$ cat config.mk
export PLATFORM = sky130hd
export DESIGN_NAME = pbrd_div
export DESIGN_NICKNAME = d
export VERILOG_FILES = /design/src/hw/rtl/pbrd_div.sv
export SDC_FILE = /design/constraint.sdc
export NUM_CORES = 1
export LEC_CHECK = 0
export BUFFER_PORTS_ARGS = -buffer_cell sky130_fd_sc_hd__buf_2
export CAP_MARGIN = 10
export CORE_MARGIN = 2
export CORE_UTILIZATION = 52
export DETAILED_ROUTE_END_ITERATION = 10
export GPL_TIMING_DRIVEN = 0
export PLACE_DENSITY = 0.79
export SYNTH_ARGS = -nofsm -noshare
export SYNTH_HDL_FRONTEND = slang
export SYNTH_SLANG_ARGS = --single-unit
$ cat constraint.sdc
create_clock -name aclk -period 2.76 [get_ports aclk]
set_clock_uncertainty 0.2 [all_clocks]
set_input_delay 0.138 -clock aclk [delete_from_list [all_inputs] [get_ports aclk]]
set_output_delay 0.138 -clock aclk [all_outputs]
set_load 0.1 [all_outputs]
$ cat src/hw/rtl/pbrd_div.sv
// Bit-serial restoring divider: one quotient bit per cycle.
// Generic widths, no package dependency.
module pbrd_div #(
    parameter int NUM_W = 16,
    parameter int DEN_W = 8
) (
    input  logic             aclk,
    input  logic             aresetn,
    input  logic             start,
    input  logic [NUM_W-1:0] dividend,
    input  logic [DEN_W-1:0] divisor,
    output logic             busy,
    output logic [NUM_W-1:0] quotient,
    output logic [DEN_W-1:0] remainder
);

    localparam int CNT_W = $clog2(NUM_W + 1);

    logic [NUM_W-1:0] num_reg;
    logic [DEN_W-1:0] den_reg;
    logic [DEN_W-1:0] rem_reg;
    logic [CNT_W-1:0] cnt_reg;
    logic             busy_reg;

    logic [DEN_W:0] trial;
    logic           fits;

    always_comb begin
        trial = {rem_reg, num_reg[NUM_W-1]};
        fits  = trial >= {1'b0, den_reg};
    end

    always_ff @(posedge aclk) begin
        if (!aresetn) begin
            busy_reg <= 1'b0;
            cnt_reg  <= '0;
        end else if (start) begin
            busy_reg <= 1'b1;
            cnt_reg  <= CNT_W'(NUM_W);
        end else if (busy_reg) begin
            cnt_reg <= cnt_reg - CNT_W'(1);
            if (cnt_reg == CNT_W'(1)) begin
                busy_reg <= 1'b0;
            end
        end
    end

    // dividend shifts out at the top, quotient bits shift in at the bottom
    always_ff @(posedge aclk) begin
        if (start) begin
            num_reg <= dividend;
            den_reg <= divisor;
            rem_reg <= '0;
        end else if (busy_reg) begin
            num_reg <= {num_reg[NUM_W-2:0], fits};
            rem_reg <= fits ? DEN_W'(trial - {1'b0, den_reg}) : trial[DEN_W-1:0];
        end
    end

    assign busy      = busy_reg;
    assign quotient  = num_reg;
    assign remainder = rem_reg;

    a_idle_count: assert property (@(posedge aclk) disable iff (!aresetn)
        !busy_reg |-> cnt_reg == '0)
        else $error("divider idle with nonzero step count");

    a_rem_bound: assert property (@(posedge aclk) disable iff (!aresetn)
        busy_reg |-> rem_reg < den_reg)
        else $error("partial remainder not below divisor");

    a_finish: assert property (@(posedge aclk) disable iff (!aresetn)
        busy_reg && cnt_reg == CNT_W'(1) && !start |=> !busy_reg)
        else $error("divider did not finish after last step");

endmodule

==> metrics <==
Setup WS post-layout 0.516 ns; Crit. End Element flip-flop; Synth cell types 40; met1 usage approximately a quarter; Post-Route Setup TNS 0 ns; Slew HR 60.4%; max-cap violations 0; internal reg-to-reg setup slack 0.52 ns; CP arrival between 2 and 2.5 ns; Rows 22; cell count after synthesis between 150 and 200; Crit Path Category flip-flop to flip-flop; WL final slightly above 4000 um; area of the multi-input gates between 800 and 900 um2; RSZ-0062 raised after global routing no; hold path start start; leakage power 0.00115 uW; # setup viols final 0; Slew Limit Fails 0; # DRC 0; Remaining Overflow, GRT 0; synthesized flop and latch total 38; Finished Cell Area 2640 um2; critical path launch point type flip-flop; TritonCTS clock tree built; overall power approximately 1700 uW; Initial DRC Count slightly above 90; Hold Path Sink den_reg[2]$_DFFE_PP_; busiest grt layer met2; setup slack at placement 0.516 ns; post-synth net total 201; Ports 52; FF-to-FF End quotient[0]$_DFFE_PP_; CP Max Fanout 10; post-layout minimum cycle time ~2.2 ns; First-pass DRT Iterations 4; Slew @ Worst Pin roughly 0.59 ns; initial antenna violation count 0; Area after DPL between 2000 and 2500 um2; met3 Resource Use GR ~5.7%; detailed-route via count 1488; Peak VDD IR between 400 and 500 uV; H-tree levels 2; outcome completed; WHS Path Cells 1; number of flip-flops in the largest register 16; sequential share of the synthesized area roughly half; Die W between 60 and 70 um; Power per Cell Area around 650 nW/um2; largest net degree at the start of global routing 17; Synth Area per Inst roughly 12 um2; full die area roughly 4200 um2; CTS root buffer clkbuf_8; Die H between 60 and 70 um; met2 Use GR about 40%; synthesis-to-finish area growth 36.1%; CORE AREA 3630 um2; starting density of the core 53.5%; CTS Buffer Depth 2; TritonCTS Sinks 38; FF+latch area about 1000 um2; IO buf count about 50; TritonCTS Buffers 5; Min-Delay Path Class primary input to flip-flop; first-pass GRT wire length about 7000 um; Worst-Skew Late Latency 0.29 ns; worst path required time between 2 and 3 ns; post-layout util slightly above 70%; DPL Wire Length between 2000 and 3000 um; Syn. warnings 0; Final Cycle Share around four fifths; fraction of layout cells with a size suffix above 1 between 30% and 40%; Worst-path clk slew 0.07 ns; # fillers around 280; Setup Fix Bufs, Post-CTS 0; Fin. Hold Viols 0; FF-to-FF path depth 6; fin nets around 280; FMAX approximately 450 MHz; GRT Util Overall between 20 and 25%; Via density around 5; Detail Route Antenna Nets 0; Synth Cell Area ~1900 um2; number of global-route vias before repair between 1500 and 2000; routability congestion estimate 0.844; wire length per cell ~14 um; Diodes inserted 0; FF-to-FF Start remainder[5]$_SDFFE_PP0P_
routing by layer:
layer,share of wire [%],wire length (um),vias up
met5,0,0,-
met4,1.7,71,0
met3,4.9,202,8
met2,53,2170,40
met1,40,1640,689
li1,-,-,751
cells in the mapped netlist, drive strengths merged:
cell type	number	area, um2
o2bb2a	1	11.3
and3	1	6.26
mux2	17	195
buf	4	22.5
xor2	6	52.6
nor2b	3	21.3
and4	1	8.76
fa	1	20.0
nand3	1	5.00
nand3b	1	7.51
or4b	2	20.0
o31ai	1	12.5
nor3	1	5.00
nand2b	5	31.3
a211oi	5	42.5
inv	12	45.0
o21a	1	7.51
a21o	3	22.5
nand2	10	37.5
edfxtp	24	721
a22o	1	8.76
and2b	1	8.76
o221ai	1	8.76
o21ai	5	28.8
nor2	15	56.3
a31oi	1	6.26
xnor2	3	26.3
dfxtp	14	280
a21oi	4	20.0
a221oi	1	15.0
or2	1	6.26
mux2i	4	40.0
ha	10	125
nor4b	1	8.76
o32ai	1	8.76
cells in the final DEF (no fill, tap or decap), types with 5 or more instances in the layout:
cell           instances
edfxtp_1              24
inv_1                 12
mux2_2                16
clkbuf_8               5
nand2b_1               5
nor2_1                15
dlygate4sd3_1         25
dfxtp_1               12
nand2_1               10
buf_2                 51
xor2_1                 6
ha_1                  10
worst max-delay path by stage:
stage / depth (start not counted) / slack (ns) / endpoint / start
after floorplan: 6 / 0.007 / quotient[0]$_DFFE_PP_ / remainder[6]$_SDFFE_PP0P_
after global placement: 6 / 0.53 / quotient[0]$_DFFE_PP_ / remainder[5]$_SDFFE_PP0P_
after detailed placement: 6 / 0.52 / quotient[0]$_DFFE_PP_ / remainder[5]$_SDFFE_PP0P_
after CTS: 8 / 0.49 / remainder[6]$_SDFFE_PP0P_ / quotient[15]$_DFFE_PP_
after global routing: 8 / 0.36 / remainder[6]$_SDFFE_PP0P_ / quotient[15]$_DFFE_PP_
final: 6 / 0.52 / quotient[0]$_DFFE_PP_ / remainder[5]$_SDFFE_PP0P_
power by group:
part	switching, uW	internal (uW)	leakage, uW
logic	341	138	0.000729
clock network	194	358	0.0000658
registers	27.1	658	0.000355
total	562	1150	0.00115
final cells by class:
class                   count  area share, %
flip-flops and latches     38           38.0
multi-input cells         109           33.1
repair buffers             76           19.1
clock buffers               5           2.60
clock inverters             3           2.41
well taps                  48           2.27
inverters                  12           1.70
plain buffers               4          0.852
repair_timing:
item,in CTS,in global routing
hold buffers,25,0
resized for setup,0,0
endpoints found under the hold margin,28,0
endpoints found under the setup margin,0,0
metrics by stage:
step,hold WS [ns],std cells
floorplan,0.0369,163
global placement,0.116,262
detailed placement,0.118,262
CTS,0.0554,295
global route,0.0533,295
finish,0.0547,295
critical path, cell delays in order, from the launching register on:
cell and delay [ns]:
dfxtp_2 0.35, ha_1 0.38, a21o_1 0.23, a221oi_2 0.31
o21ai_2 0.12, buf_6 0.16, mux2_2 0.25
logic make-up (layout without fill, tap and decap cells):
kind of cell	count (synthesis)	after routing	synth area share, %
buffers and inverters	16	100	3.48
flip-flops	38	38	51.5
multiplexers	21	21	12.1
AND/OR/NAND/NOR	43	43	11.5
AO/OA/AOI/OAI	25	25	9.92
adder cells (fa/ha/maj)	11	11	7.47
XOR/XNOR	9	9	4.06
Power figures use the tool's default switching activity.
