[src/hw/rtl/pbrd_sqrt.sv]
// Bit-serial integer square root (floor), one root bit per cycle from two
// radicand bits. Generic width, no package dependency.
module pbrd_sqrt #(
    parameter int IN_W  = 16,
    parameter int PAIRS = (IN_W + 1) / 2
) (
    input  logic             aclk,
    input  logic             aresetn,
    input  logic             start,
    input  logic [IN_W-1:0]  radicand,
    output logic             busy,
    output logic [PAIRS-1:0] root
);

    localparam int CNT_W = $clog2(PAIRS + 1);

    logic [2*PAIRS-1:0] rad_reg;
    logic [PAIRS-1:0]   root_reg;
    logic [PAIRS+1:0]   rem_reg;
    logic [CNT_W-1:0]   cnt_reg;
    logic               busy_reg;

    logic [PAIRS+1:0] cur;
    logic [PAIRS+1:0] trial;
    logic             fits;

    // remainder stays at most twice the root, so PAIRS+2 bits hold it
    always_comb begin
        cur   = {rem_reg[PAIRS-1:0], rad_reg[2*PAIRS-1 -: 2]};
        trial = {root_reg, 2'b01};
        fits  = cur >= trial;
    end

    always_ff @(posedge aclk) begin
        if (!aresetn) begin
            busy_reg <= 1'b0;
            cnt_reg  <= '0;
        end else if (start) begin
            busy_reg <= 1'b1;
            cnt_reg  <= CNT_W'(PAIRS);
        end else if (busy_reg) begin
            cnt_reg <= cnt_reg - CNT_W'(1);
            if (cnt_reg == CNT_W'(1)) begin
                busy_reg <= 1'b0;
            end
        end
    end

    always_ff @(posedge aclk) begin
        if (start) begin
            rad_reg  <= (2*PAIRS)'(radicand);
            root_reg <= '0;
            rem_reg  <= '0;
        end else if (busy_reg) begin
            rad_reg  <= {rad_reg[2*PAIRS-3:0], 2'b00};
            root_reg <= {root_reg[PAIRS-2:0], fits};
            rem_reg  <= fits ? (cur - trial) : cur;
        end
    end

    assign busy = busy_reg;
    assign root = root_reg;

    a_idle_count: assert property (@(posedge aclk) disable iff (!aresetn)
        !busy_reg |-> cnt_reg == '0)
        else $error("square root idle with nonzero step count");

    a_rem_bound: assert property (@(posedge aclk) disable iff (!aresetn)
        busy_reg |-> rem_reg <= {root_reg, 1'b0})
        else $error("square root remainder above twice the root");

    a_start: assert property (@(posedge aclk) disable iff (!aresetn)
        start |=> busy_reg && cnt_reg == CNT_W'(PAIRS))
        else $error("square root did not load on start");

endmodule

[config.mk]
export PLATFORM = sky130hd
export DESIGN_NAME = pbrd_sqrt
export DESIGN_NICKNAME = d
export VERILOG_FILES = /design/src/hw/rtl/pbrd_sqrt.sv
export SDC_FILE = /design/constraint.sdc
export NUM_CORES = 1
export LEC_CHECK = 0
export BUFFER_PORTS_ARGS = -buffer_cell sky130_fd_sc_hd__buf_2
export CORE_MARGIN = 1.5
export CORE_UTILIZATION = 51
export DETAILED_ROUTE_END_ITERATION = 16
export HOLD_SLACK_MARGIN = 0.15
export PLACE_DENSITY_LB_ADDON = 0.15
export SLEW_MARGIN = 10
export SYNTH_ARGS = -nofsm -noshare
export SYNTH_HDL_FRONTEND = slang
export SYNTH_SLANG_ARGS = --single-unit
export TNS_END_PERCENT = 10
[constraint.sdc]
create_clock -name aclk -period 1.8 [get_ports aclk]
set_input_delay 0.09 -clock aclk [delete_from_list [all_inputs] [get_ports aclk]]
set_output_delay 0.09 -clock aclk [all_outputs]
set_load 0.1 [all_outputs]
==> impl.org, run 1 <==
** Place
- The wire-length estimate of the detail-placed layout is 3.24 mm.
- Timing analysis after detailed placement gives a worst setup slack of -0.117 ns.
- RD Place Congestion :: 0.877
- Input and output buffers added on the ports amount to 27.

** Logic synthesis
- Summing the sequential cell areas from Yosys gives 46.9% of the chip area.
- In the synthesized netlist the dominant register cell turns out to be sky130_fd_sc_hd__dfxtp_1.
- Share of synthesized flip-flops with an asynchronous set or reset :: 0%
- Syn Area/Cell :: 10.7 µm²
- After Yosys synthesis, XOR and XNOR cells account for 4.10% of the synthesized area.
- The mapped netlist covers 1920 µm².
- Most used standard cell by instance count after synthesis :: sky130_fd_sc_hd__dfxtp_1
- Yosys mapped a number of flops with a built-in enable equal to 16.
- Of the post-synthesis cell area, the part taken by muxes is 13.9%.
- Synthesized instance count :: 180
- Cells taking the most area after synthesis :: sky130_fd_sc_hd__edfxtp_1, sky130_fd_sc_hd__dfxtp_1, sky130_fd_sc_hd__mux2_2
- Synth Area in Compound Gates :: 10.1%
- Post-Synthesis Net Count :: 211
- Portion of synthesized cell area occupied by the leading cell type :: 25.0%
- Fraction of the mapped netlist area in adder cells :: 7.82%
- Dominant combinational cell family by area after synthesis :: multiplexers
- Of the total synthesized cell area, the portion taken by AND, OR, NAND and NOR gates is 13.0%.
- Most frequent cells after synthesis :: sky130_fd_sc_hd__dfxtp_1, sky130_fd_sc_hd__nor2_1, sky130_fd_sc_hd__edfxtp_1
- For this run, the number of Yosys warnings is 0.
- The netlist uses 36 different library cells.
- In this run, synthesis produced a sequential element count of 37.
- Library cell with the largest summed area after synthesis :: sky130_fd_sc_hd__edfxtp_1

** Power
- Total chip power :: 3.96 mW
- Cell leakage power :: 1.15 nW
- In this run the power density over the cells is 1420 nW/µm².
- VDD IR-drop max :: 786 µV

** Timing
- Setup violations remaining at the end of the flow were counted as 8.
- Setup repair after global routing missed its margin :: yes
- Across all setup checks in the final design, the least slack found is -0.0921 ns.
- The worst pin sits at a relative slew slack of 67.2%.
- At the pin with the least slew margin, the transition time is 0.495 ns.
- The smallest clock period supported by the final layout is computed as 1.89 ns.
- Hold Slack :: 0.215 ns
- The hold violation count in the final report is 0.
- Setup TNS after final layout :: -0.428 ns
- Achievable frequency :: 0.529 GHz
- Between clock sinks in the finished design, the worst skew comes to 0.00976 ns.
- Final count of pins violating max slew :: 0
- In the finished design, the share of the clock period the worst path needs comes to 105%.

** Global route
- Grt met3 use :: 4.93%
- The first global-routing pass estimated 7.72 mm of wire.
- Met2 Use GR :: 41.8%
- Total congestion overflow after global routing :: 0
- Met1 usage in global routing :: 28.7%
- The global routing stage identified its most utilized layer as met2.
- Across every metal layer, demand over resource in global routing totals 24.5%.
- Pin count of the biggest net entering global routing :: 22
- Initial antenna violation count :: 0
- Number of global-route vias before repair :: 1,731

** Detailed routing
- The pre-antenna-repair detailed-routing pass consisted of 4 iterations.
- Via count :: 1,627
- Total detailed-routing wirelength :: 4.69 mm
- Post-route antenna net violation count :: 0
- 1st-iter DRT viols :: 93
- Dividing the detail-routed wire length by the instance count gives 15.2 µm.
- After detailed routing, the number of remaining DRC violations is 0.
- Routed vias/inst :: 5.27

** Critical path
- Reg-to-reg slack, setup :: -0.09 ns
- STA classifies the critical path startpoint as a flip-flop.
- Worst setup path category :: reg2reg
- Worst path max stage delay :: 0.41 ns
- Buffers plus inverters on the worst setup path :: 0
- Type of element capturing the critical path :: flip-flop
- On the critical path, the stage with the largest delay is an instance of sky130_fd_sc_hd__dfxtp_1.
- Worst endpoint required time :: 1.96 ns
- STA puts the critical path data arrival time at 2.05 ns.
- Broken down by cell family, the worst path's largest delay share belongs to compound AO/OA/AOI/OAI gates.
- Crit Path Max Fanout :: 6
- Traced cell by cell, the critical path runs through ha_4 > and4_4 > nor3b_4 > a211oi_4 > mux2i_1 > a211oi_2.

** Layout
- Fraction of layout cells with a size suffix above 1 :: 47.9%
- The register with the most flip-flops in the layout has 16 of them.
- Measured on the finished design, the core utilization comes to 76.8%.
- Total Nets Final :: 291
- 0 antenna diodes ended up in the layout.
- # fillers :: 247
- Relative to the synthesized area, the layout overhead comes to 45.2%.

** Outcome
- The flow ran to the end, but the final reports show violations.
- The final reports fail on setup timing.

** Clock network
- TritonCTS clock tree :: built
- Clock slew at the register clock pins of the worst setup and hold paths :: 0.07 ns
- Number of CTS-inserted buffers :: 5
- Root Buffer Master :: sky130_fd_sc_hd__clkbuf_8
- CTS sink count :: 37
- The H-tree generated during clock tree synthesis spans 2 levels.
- Maximum clock insertion buffer count :: 2
- Clock latency on the worst-skew pair, taken at its later pin, is 0.29 ns.

** Floorplanning
- Total die area :: 4140 µm²
- I/O pin total :: 28
- The core region is 3630 µm².
- From bottom edge to top edge, the die measures 64.4 µm.
- Horizontal extent of the die :: 64.4 µm
- Starting density of the core :: 52.9%
- Number of cell rows :: 22

** Min path
- Min-Delay Path Class :: in2reg

** Run
- Max-cap viol count :: 0
==> worst paths after layout <==
| kind | startpoint | endpoint | cells after the start |
|---|---|---|---|
| setup / recovery | rem_reg[7] | rem_reg[4] | 6 |
| hold reg to reg | cnt_reg[1] | cnt_reg[1] | 2 |
| hold / removal | start | root[1] | 2 |
| setup reg to reg | rem_reg[7] | rem_reg[4] | 6 |
==> cells in the final DEF, fill, tap and decap left out, types with 8 or more instances in the layout <==
cell type | netlist | final
sky130_fd_sc_hd__buf_2 | 1 | 27
sky130_fd_sc_hd__mux2_2 | 14 | 14
sky130_fd_sc_hd__ha_4 | 0 | 8
sky130_fd_sc_hd__nor2_1 | 19 | 18
sky130_fd_sc_hd__nand2_1 | 10 | 10
sky130_fd_sc_hd__buf_4 | 0 | 34
sky130_fd_sc_hd__dfxtp_1 | 21 | 8
sky130_fd_sc_hd__dlygate4sd3_1 | 0 | 17
sky130_fd_sc_hd__mux2i_1 | 11 | 11
sky130_fd_sc_hd__inv_2 | 0 | 8
sky130_fd_sc_hd__dfxtp_4 | 0 | 8
sky130_fd_sc_hd__edfxtp_1 | 16 | 16
==> where the power goes <==
| part | internal (mW) | switching, mW |
|---|---|---|
| combinational | 1.17 | 1.12 |
| clock | 0.268 | 0.285 |
| sequential | 1.01 | 0.108 |
==> what timing repair did <==
| action | in CTS | in global routing |
|---|---|---|
| endpoints found under the setup margin | 6 | 9 |
| setup buffers | 1 | 3 |
| hold endpoints to repair | 21 | 0 |
| pin swaps | 5 | 3 |
| hold buffers | 17 | 0 |
| resized for setup | 8 | 11 |
| gates cloned | 0 | 0 |
==> metrics by stage <==
step | area (µm²) | instances
6_report | 2790 | 309
5_1_grt | 2790 | 309
4_1_cts | 2730 | 306
3_5_place_dp | 2450 | 281
3_3_place_gp | 2450 | 281
2_1_floorplan | 2040 | 180
==> metal layers <==
| metal | vias up | wire length, µm |
|---|---|---|
| met5 | - | 0 |
| met4 | 0 | 171 |
| met3 | 17 | 141 |
| met2 | 39 | 2310 |
| met1 | 776 | 2060 |
| li1 | 795 | - |
==> cell type report <==
type / count / area (µm²) / share of cell area, %
sequential: 37 / 937 / 33.6
multi-input combinational: 124 / 1090 / 39.0
tap: 48 / 60.1 / 2.15
inverter: 13 / 48.8 / 1.75
clock inverter: 2 / 11.3 / 0.404
timing repair buffer: 79 / 572 / 20.5
clock buffer: 6 / 72.6 / 2.60
==> logic make-up (layout without fill, tap and decap cells) <==
group / Yosys count / in the layout
DFF: 37 / 37
AOI/OAI and AO/OA: 29 / 29
muxes: 25 / 25
buffers and inverters: 19 / 100
and+or+nand+nor: 49 / 49
xor gates and xnor gates: 9 / 9
adders and majority gates: 12 / 12
(Power assumes the default switching activity.)
==> run 2: changes to the inputs <==
--- a/config.mk
+++ b/config.mk
@@ -8,4 +8,6 @@
 export BUFFER_PORTS_ARGS = -buffer_cell sky130_fd_sc_hd__buf_2
+export CELL_PAD_IN_SITES_DETAIL_PLACEMENT = 0
+export CELL_PAD_IN_SITES_GLOBAL_PLACEMENT = 1
 export CORE_MARGIN = 1.5
-export CORE_UTILIZATION = 51
+export CORE_UTILIZATION = 40
 export DETAILED_ROUTE_END_ITERATION = 16
==> constraint.sdc (replaced) <==
create_clock -name aclk -period 1.8 [get_ports aclk]
set_input_delay 0.27 -clock aclk [delete_from_list [all_inputs] [get_ports aclk]]
set_output_delay 0.27 -clock aclk [all_outputs]
set_load 0.1 [all_outputs]
==> impl.org, run 2 (synthesis gave the netlist of run 1 again) <==
** Detailed routing
- The met1 wire length came to 1.83 mm (was 2.06 mm).
- Topmost layer with routed signal wires :: met4 (unchanged)
- The number of optimization iterations in the first detailed-route pass came to 4 (unchanged).
- Via count :: 1,520 (was 1,627)
- DRC :: 0 (unchanged)
- The wire length after detailed routing is 4.22 mm (was 4.69 mm).
- Wire length on met2 :: 2.12 mm (was 2.31 mm)
- Post-route antenna net violation count :: 0 (unchanged)
- Routed vias/inst :: 5.12 (was 5.27)
- The detail-routed net length per standard cell came to 14.2 µm (was 15.2 µm).
- The detailed-routed wire length on met3 is 166 µm (was 141 µm).
- The initial detailed-routing violation count came to 38 (was 93).

** Timing
- Worst setup skew after layout :: 0.00334 ns (was 0.00976 ns)
- Hold Slack :: 0.207 ns (was 0.215 ns)
- Final setup margin :: -0.0833 ns (was -0.0921 ns)
- The minimum clock period after layout came to 1.88 ns (was 1.89 ns).
- Total of endpoints with negative setup slack in the final report :: 5 (was 8)
- Setup TNS after final layout :: -0.201 ns (was -0.428 ns)
- Slew Limit Headroom :: 67.6% (was 67.2%)
- The worst-margin pin slew is 0.489 ns (was 0.495 ns).
- Hold violation total from the final report :: 0 (unchanged)
- The highest clock rate was 0.531 GHz (was 0.529 GHz).
- The count of pins over their slew limit is 0 (unchanged).
- Setup repair after global routing missed its margin :: yes (unchanged)
- Share of the clock period used by the worst path :: 105% (about the same)

** Layout
- Commonest non-fill, non-tap cells in the layout: sky130_fd_sc_hd__buf_4, sky130_fd_sc_hd__buf_2, sky130_fd_sc_hd__nor2_1, sky130_fd_sc_hd__edfxtp_1, sky130_fd_sc_hd__mux2_2 (was sky130_fd_sc_hd__buf_4, sky130_fd_sc_hd__buf_2, sky130_fd_sc_hd__nor2_1, sky130_fd_sc_hd__dlygate4sd3_1, sky130_fd_sc_hd__edfxtp_1).
- Final standard cell area without fillers :: 2660 µm² (was 2790 µm²)
- Fraction of layout cells with a size suffix above 1 :: 51.9% (was 47.9%)
- The number of flip-flops in the largest register is 16 (unchanged).
- Non-filler cells, final :: 297 (was 309)
- The number of antenna cells inserted is 0 (unchanged).
- Core utilization of the finished layout :: 57.1% (was 76.8%)
- # fillers :: 410 (was 247)
- The commonest non-fill, non-tap cell in the layout is sky130_fd_sc_hd__buf_4 (unchanged).
- The area growth from synthesis to final layout is 38.6% (was 45.2%).
- The final layout net count came to 273 (was 291).

** Place
- The instance area at placement came to 2440 µm² (was 2450 µm²).
- The number of input and output port buffers inserted came to 27 (unchanged).
- The final weighted congestion of routability-driven global placement was 0.846 (was 0.877).
- The placement-stage worst setup slack is -0.0803 ns (was -0.117 ns).
- Detailed placement HPWL :: 3.12 mm (was 3.24 mm)
- # placed instances :: 285 (was 281)

** Critical path
- Cell breakdown of the critical path: inv_2 > ha_4 > and2_1 > or4b_2 > o21ai_2 > or4_1 > nand2_1 (was ha_4 > and4_4 > nor3b_4 > a211oi_4 > mux2i_1 > a211oi_2).
- The type of the setup path with the least slack is reg2reg (unchanged).
- The stage delay of the slowest cell on the critical path was 0.63 ns (was 0.41 ns).
- The signal arrival time at the worst endpoint was 2.06 ns (was 2.05 ns).
- Crit Path Max Fanout :: 6 (unchanged)
- The critical path capture point type is a flip-flop (unchanged).
- The cell count of the worst reg-to-reg path is 7 (was 6).
- Worst r2r dst :: rem_reg[7] (was rem_reg[4])
- The beginning of the worst register-to-register path was root[2] (was rem_reg[7]).
- Critical Path Slowest Stage Cell :: sky130_fd_sc_hd__or4b_2 (was sky130_fd_sc_hd__dfxtp_1)
- The startpoint kind of the worst setup timing path is a flip-flop (unchanged).
- Worst endpoint required time :: 1.98 ns (was 1.96 ns)
- The setup slack on the worst flop-to-flop path was -0.08 ns (was -0.09 ns).

** Global route
- Initial antenna violation count :: 0 (unchanged)
- Number of global-route vias before repair :: 1,548 (was 1,731)
- Wire length of the first global-routing pass :: 7.13 mm (was 7.72 mm)
- Pin count of the biggest net entering global routing :: 24 (was 22)
- The aggregate global-route resource usage is 18.0% (was 24.5%).
- Total congestion overflow after global routing :: 0 (unchanged)

** Min path
- Worst hold path cell count :: 2 (unchanged)
- End of the worst hold path :: cnt_reg[3] (was root[1])
- The launch instance of the worst min-delay path was aresetn (was start).
- Min-Delay Path Class :: in2reg (unchanged)

** Power
- P per Cell Area :: 1600 nW/µm² (was 1420 nW/µm²)
- The net switching component of the power came to 1.53 mW (was 1.52 mW).
- Comb pwr share :: 56.2% (was 57.8%)
- The relative contribution of sequential cells to total power is 26.2% (was 28.2%).
- Cell leakage power :: 1.10 nW (was 1.15 nW)
- The switching part of the total came to 35.8% (was 38.3%).
- Share of total power in the clock network :: 17.7% (was 14.0%)
- The total design power was 4.27 mW (was 3.96 mW).
- VDD IR-drop max :: 646 µV (was 786 µV)
- Internal power component :: 2.74 mW (was 2.45 mW)

** Run
- Max-cap viol count :: 0 (unchanged)

** Clock network
- The H-tree depth was 2 (unchanged).
- The register clock-pin slew on the reported worst setup and hold paths is 0.07 ns (about the same).
- Clock insertion delay at the later pin of the skew report :: 0.29 ns (about the same)
- The clock root buffer master is sky130_fd_sc_hd__clkbuf_8 (unchanged).
- The CTS buffer count came to 5 (unchanged).
- The clock tree from TritonCTS was built (unchanged).
- Maximum clock insertion buffer count :: 2 (unchanged)
- The clock net sink count was 37 (unchanged).

** Floorplanning
- The row count was 25 (was 22).
- Horizontal extent of the die :: 72.3 µm (was 64.4 µm)
- CORE AREA :: 4660 µm² (was 3630 µm²)
- Total die area :: 5230 µm² (was 4140 µm²)
- Starting density of the core :: 41.2% (was 52.9%)
- I/O pin total :: 28 (unchanged)
- The die outline height was 72.3 µm (was 64.4 µm).

** Outcome
- Status :: complete, but fails checks (unchanged)
- Failing checks: setup timing (unchanged).
[run 2: worst max path at each step]
stage,start,to,cells after the start
2_1_floorplan,root[5],rem_reg[2],8
3_3_place_gp,root[0],rem_reg[7],7
3_5_place_dp,rem_reg[7],rem_reg[4],7
4_1_cts,root[4],rem_reg[4],8
5_1_grt,root[0],rem_reg[7],7
6_report,root[2],rem_reg[7],7
[run 2: cell type report]
class,count,area [µm²],area share [%]
tap,54,67.6,2.54
timing repair buffer,61,398,15.0
multi-input combinational,124,1090,41.0
inverter,13,48.8,1.83
clock buffer,7,86.3,3.24
sequential,37,938,35.3
clock inverter,1,30.0,1.13
[run 2: metal layers]
layer | up-vias | global-route usage (%)
li1 | 760 | -
met3 | 12 | 4.44
met4 | 0 | 7.76
met5 | - | 0
met1 | 719 | 22.1
met2 | 29 | 30.1
[run 2: what timing repair did]
item | in CTS | in global routing
setup buffers | 3 | 1
gates cloned | 0 | 0
pin swaps | 6 | 7
endpoints found under the setup margin | 6 | 9
resized for setup | 9 | 13
hold buffers | 0 | 0
[run 2: power groups by stage]
| stage | clock (mW) | sequential [mW] | combinational [mW] |
|---|---|---|---|
| 5_1_grt | 0.810 | 1.13 | 2.59 |
| 2_1_floorplan | 0 | 1.18 | 1.26 |
| 3_5_place_dp | 0 | 1.12 | 1.92 |
| 4_1_cts | 0.775 | 1.12 | 2.11 |
| 3_3_place_gp | 0 | 1.12 | 1.88 |
| 6_report | 0.754 | 1.12 | 2.40 |
[run 2: worst max-delay path: cells and delay by family, from the launching register on]
family | cells | cell delay [ns]
flip-flops | 1 | 0.36
AND/OR/NAND/NOR | 4 | 0.97
AO/OA/AOI/OAI | 1 | 0.17
adder cells (fa/ha/maj) | 1 | 0.23
buffers and inverters | 1 | 0.04
